`config.mk`:
```
export PLATFORM = sky130hd
export DESIGN_NAME = crcv_ram
export DESIGN_NICKNAME = d
export VERILOG_FILES = /design/src/rtl/core/circle_raster_canvas_macros.svh /design/src/rtl/core/crcv_ram.sv
export SDC_FILE = /design/constraint.sdc
export NUM_CORES = 2
export LEC_CHECK = 0
export ABC_AREA = 0
export BUFFER_PORTS_ARGS = -buffer_cell sky130_fd_sc_hd__buf_2
export CORE_MARGIN = 2
export CORE_UTILIZATION = 51
export DETAILED_ROUTE_END_ITERATION = 12
export GPL_TIMING_DRIVEN = 0
export PLACE_DENSITY = 0.72
export SLEW_MARGIN = 20
export SYNTH_ARGS = -nofsm -noshare
export SYNTH_HDL_FRONTEND = slang
export SYNTH_SLANG_ARGS = --single-unit
```
`constraint.sdc`:
```
create_clock -name clock -period 4 [get_ports clock]
set_clock_uncertainty 0.1 [all_clocks]
set_input_delay 0.6 -clock clock [delete_from_list [all_inputs] [get_ports clock]]
set_output_delay 0.6 -clock clock [all_outputs]
set_load 0.02 [all_outputs]
```
`src/rtl/core/circle_raster_canvas_macros.svh`:
```
// Assertion macros shared by the circle raster canvas RTL.
`ifndef CIRCLE_RASTER_CANVAS_MACROS_SVH
`define CIRCLE_RASTER_CANVAS_MACROS_SVH

// Same-cycle implication, disabled during reset.
`define CRCV_ASSERT_SAME(label, clk, rst, cond, expr) \
   label: assert property (@(posedge clk) disable iff (rst) (cond) |-> (expr)) \
      else $error("crcv: same-cycle check failed");

// Next-cycle implication, disabled during reset.
`define CRCV_ASSERT_NEXT(label, clk, rst, cond, expr) \
   label: assert property (@(posedge clk) disable iff (rst) (cond) |=> (expr)) \
      else $error("crcv: next-cycle check failed");

`endif

```
`src/rtl/core/crcv_ram.sv`:
```
// Single-port synchronous RAM with registered read data.
`default_nettype none

module crcv_ram #(
   parameter int WIDTH = 8,
   parameter int DEPTH = 256,
   localparam int AW = (DEPTH > 1) ? $clog2(DEPTH) : 1
) (
   input  wire logic             clock,
   input  wire logic             we,
   input  wire logic [AW-1:0]    addr,
   input  wire logic [WIDTH-1:0] wdata,
   output logic      [WIDTH-1:0] rdata
);

   logic [WIDTH-1:0] mem_ff [DEPTH];
   logic [WIDTH-1:0] rdata_ff;

   always_ff @(posedge clock) begin
      if (we) begin
         mem_ff[addr] <= wdata;
      end
      rdata_ff <= mem_ff[addr];
   end

   assign rdata = rdata_ff;

endmodule

`default_nettype wire

```
* After elaboration in Yosys (flattened, before gate mapping)
Memories as Yosys holds them, arrays and structs flattened. A register that Yosys moved wholly into a read port is not among the register bits.
Cells that the tools add are included.
W data, S select, Z words.
** Cells by class
- Multiplexer cells :: 2
** Operators with widths (count)
- $mux W1 :: 2
** Word-level totals
- Flip-flop bits (word level) :: 0
- RAM bits :: 2048
- Input bits :: 18
- Logic and storage cells :: 3
- Memories kept :: 1
** Memories
- mem_ff :: depth 256, bits a word 8, read ports 1, clocked after Yosys merged registers in 1, write ports 1, line crcv_ram.sv:16 : logic [WIDTH-1:0] mem_ff [DEPTH];

* Longest topological paths before layout
- Depth in word-level cells :: 2
- Gate-level depth with buffers :: 10

* Worst setup path before layout
No wires, ideal clock.
- Kind :: in2reg
- Start :: in addr[1]
- End :: mem mem_ff[111][0] (enable)
- Library setup time :: 0.370 ns
- Data arrival time :: 2.449 ns
- Required time :: 3.530 ns
- Slack :: 1.081 ns
- Stages on the path :: 9
- Path buffers :: 5
- Path through :: buf_2 clkbuf_1 clkbuf_1 nand2_1 buf_2 nor2_1 nand2_1 clkbuf_1 nor2_1
** RTL lines
- from (decl) :: line crcv_ram.sv:11 : input wire logic [AW-1:0] addr,
- to (decl) :: line crcv_ram.sv:16
No word-level cell before the write port.

* Worst setup path after layout
- Start :: in addr[1]
- End :: mem mem_ff[102][5] (enable)
No word-level cell before the write port.

==> metrics <==
status=finished with violations; failing checks=negative setup slack; Slew Viols, Final=0; Post-synth top flop=edfxtp_1; Row Count=143; Fmax=234 MHz; worst reg-to-reg path cell count=5; share of cells above drive strength 1=26.3%; Post-CTS Setup Bufs=0; vias=39,209; EDFF count, synth=2,048; area of the multi-input gates=16,200 um2; grt ovf=0; required time worst endpoint=4.34 ns; HPWL Detailed=roughly 130 mm; Setup crit end kind=flop; Syn Nets=around 3,600; Place WS=-1.44 ns; post-synthesis sequential element count=2,056; Hold Fails Final Rpt=0; dpl cells=about 5,600; Core Region=around 150,000 um2; crit path launch=addr[1]; Post-Syn Area per Cell=22.1 um2; DR pass1 iterations=6; Tmin final=around 4.3 ns; Worst-Margin Slew=between 1 and 1.5 ns; Finished Layout Cells=5,979; Setup WS post-layout=-0.268 ns; vias in the first global route=38,606; power per cell area=approximately 490 nW/um2; commonest non-fill, non-tap cells in the layout=edfxtp_1, mux4_2, a22oi_1, clkbuf_16, clkbuf_1; post-synthesis async set-or-reset flop share=0%; VDD IR max=between 0.0004 and 0.0005 V; setup TNS=-29.96 ns; DR WL/cell=about 34 um; register area share after synthesis=roughly four fifths; Worst R2R Start=mem_ff[123][7]; Area Overhead vs Synth=12.6%; RSZ-0062 raised after global routing=yes; Post-Syn Instances=around 3,500; CTS tree=built; Power Total=43.7 mW; Starting Density=51.5%; first-pass GRT wire length=283 mm; Detail Route Antenna Nets=0; Max Cap Viol=0; RePlAce Congestion=~0.95; Worst-path clk slew=~0.060 ns; Setup-failing EPs final=369; Crit Path Class=in2reg; DRC viols=0; die width=396 um; htree depth=4; reg2reg end=rdata[7]; period utilization=107%; final wirelength=202 mm; Max clock buf depth=3; Filler cells=10,724; Via density=6.56; r2r setup slk=0.60 ns; initial antenna violation count=12; Sink Count=2,056; critical path arrival=4.61 ns; synth unique cells=22; clock root buffer=clkbuf_16; cts bufs inserted=192; Hold Buf Count CTS=0; worst-path fanout max=10; mapped cell area=78,500 um2; Leak=26.6 nW; IO Pins=26; Yosys warning count=0; min-delay worst type=in2reg; nature of the critical path startpoint=primary input; Register Area=between 60,000 and 70,000 um2; critical path endpoint=mem_ff[102][5]; largest net degree at the start of global routing=~130; IO Port Bufs=21; GRT Total Usage=between 20% and 30%; slew margin rel.=26.6%; 1st-iter DRT viols=5,339; Die Y=396 um; die area=157,000 um2; Clock Latency Late Sink=0.83 ns; commonest non-fill, non-tap cell in the layout=edfxtp_1; Nets=3,803
[how the worst min path moves through the flow]
stage	from	to	slack (ns)	cells past startpoint
after floorplan	wdata[0]	mem_ff[0][0]	0.60	0
after global placement	rdata[2]	rdata[2]	0.92	1
after detailed placement	wdata[2]	mem_ff[82][2]	0.90	1
after CTS	wdata[2]	mem_ff[83][2]	0.02	1
after global routing	wdata[2]	mem_ff[82][2]	0.05	1
final	wdata[2]	mem_ff[82][2]	0.05	1
[sequential cells by signal, summed over array words and instances (netlist names)]
register / flops
mem_ff: 2048
rdata: 8
[Yosys cell counts, drive strengths merged, types with 8 or more instances]
cell | instances | area share (%)
nand2 | 28 | 0.13
nand4 | 8 | 0.064
mux4 | 512 | 15
dfxtp | 8 | 0.20
a21oi | 128 | 0.82
a22oi | 256 | 2.4
clkbuf | 145 | 0.69
o41ai | 32 | 0.36
buf | 87 | 0.70
edfxtp | 2048 | 78
nor2 | 232 | 1.1
nor3 | 30 | 0.19
nand3 | 13 | 0.083
[cells by family after synthesis]
kind of cell | Yosys count | synth area share (%)
AO/OA/AOI/OAI | 416 | 3.62
buffers and inverters | 233 | 1.40
flip-flops | 2056 | 78.6
multiplexers | 512 | 14.7
AND/OR/NAND/NOR | 330 | 1.73
[worst max-delay path, cell delays in order]
cell and delay (ns):
buf_2 0.27, buf_2 0.55, buf_2 0.48, buf_2 0.37
nor2b_1 0.41, nand3_1 0.46, clkbuf_2 0.64, nor2_1 0.76
[stage by stage]
step / hold slack [ns] / utilization (%) / instance area (um2)
after global placement: 0.918 / 53.2 / 81100
after global routing: 0.0528 / 58.0 / 88300
final: 0.0509 / 58.0 / 88400
after CTS: 0.0191 / 57.8 / 88200
after detailed placement: 0.904 / 53.8 / 82000
after floorplan: 0.599 / - / 78500
[report_power, final]
group	internal (mW)	leakage, nW	total [mW]	switching, mW
sequential	23.7	18.5	23.8	0.0136
combinational	0.717	5.19	2.21	1.49
clock	9.88	2.93	17.7	7.87
total	34.3	26.6	43.7	9.38
[area by class of cell]
cell class	count	share of cell area, %
multi-input cells	1258	18.3
clock buffers	246	5.74
flip-flops and latches	2056	69.8
inverters	1	0.00425
plain buffers	231	1.29
well taps	2030	2.87
repair buffers	45	0.912
clock inverters	108	1.09
diodes	4	0.0113
[layer usage]
layer  up-vias  part of all wire [%]  track usage (%)
met5         -                 0.079            0.585
met4         8                   4.2             10.2
met3       435                    13             8.80
met2      2582                    46             39.1
met1     20597                    36             34.5
li1      15587                     -                -
[repair_timing]
item | in CTS | in global routing
endpoints found under the setup margin | 988 | 681
gates cloned | 0 | 0
resized for setup | 40 | 76
Power figures use the tool's default switching activity.
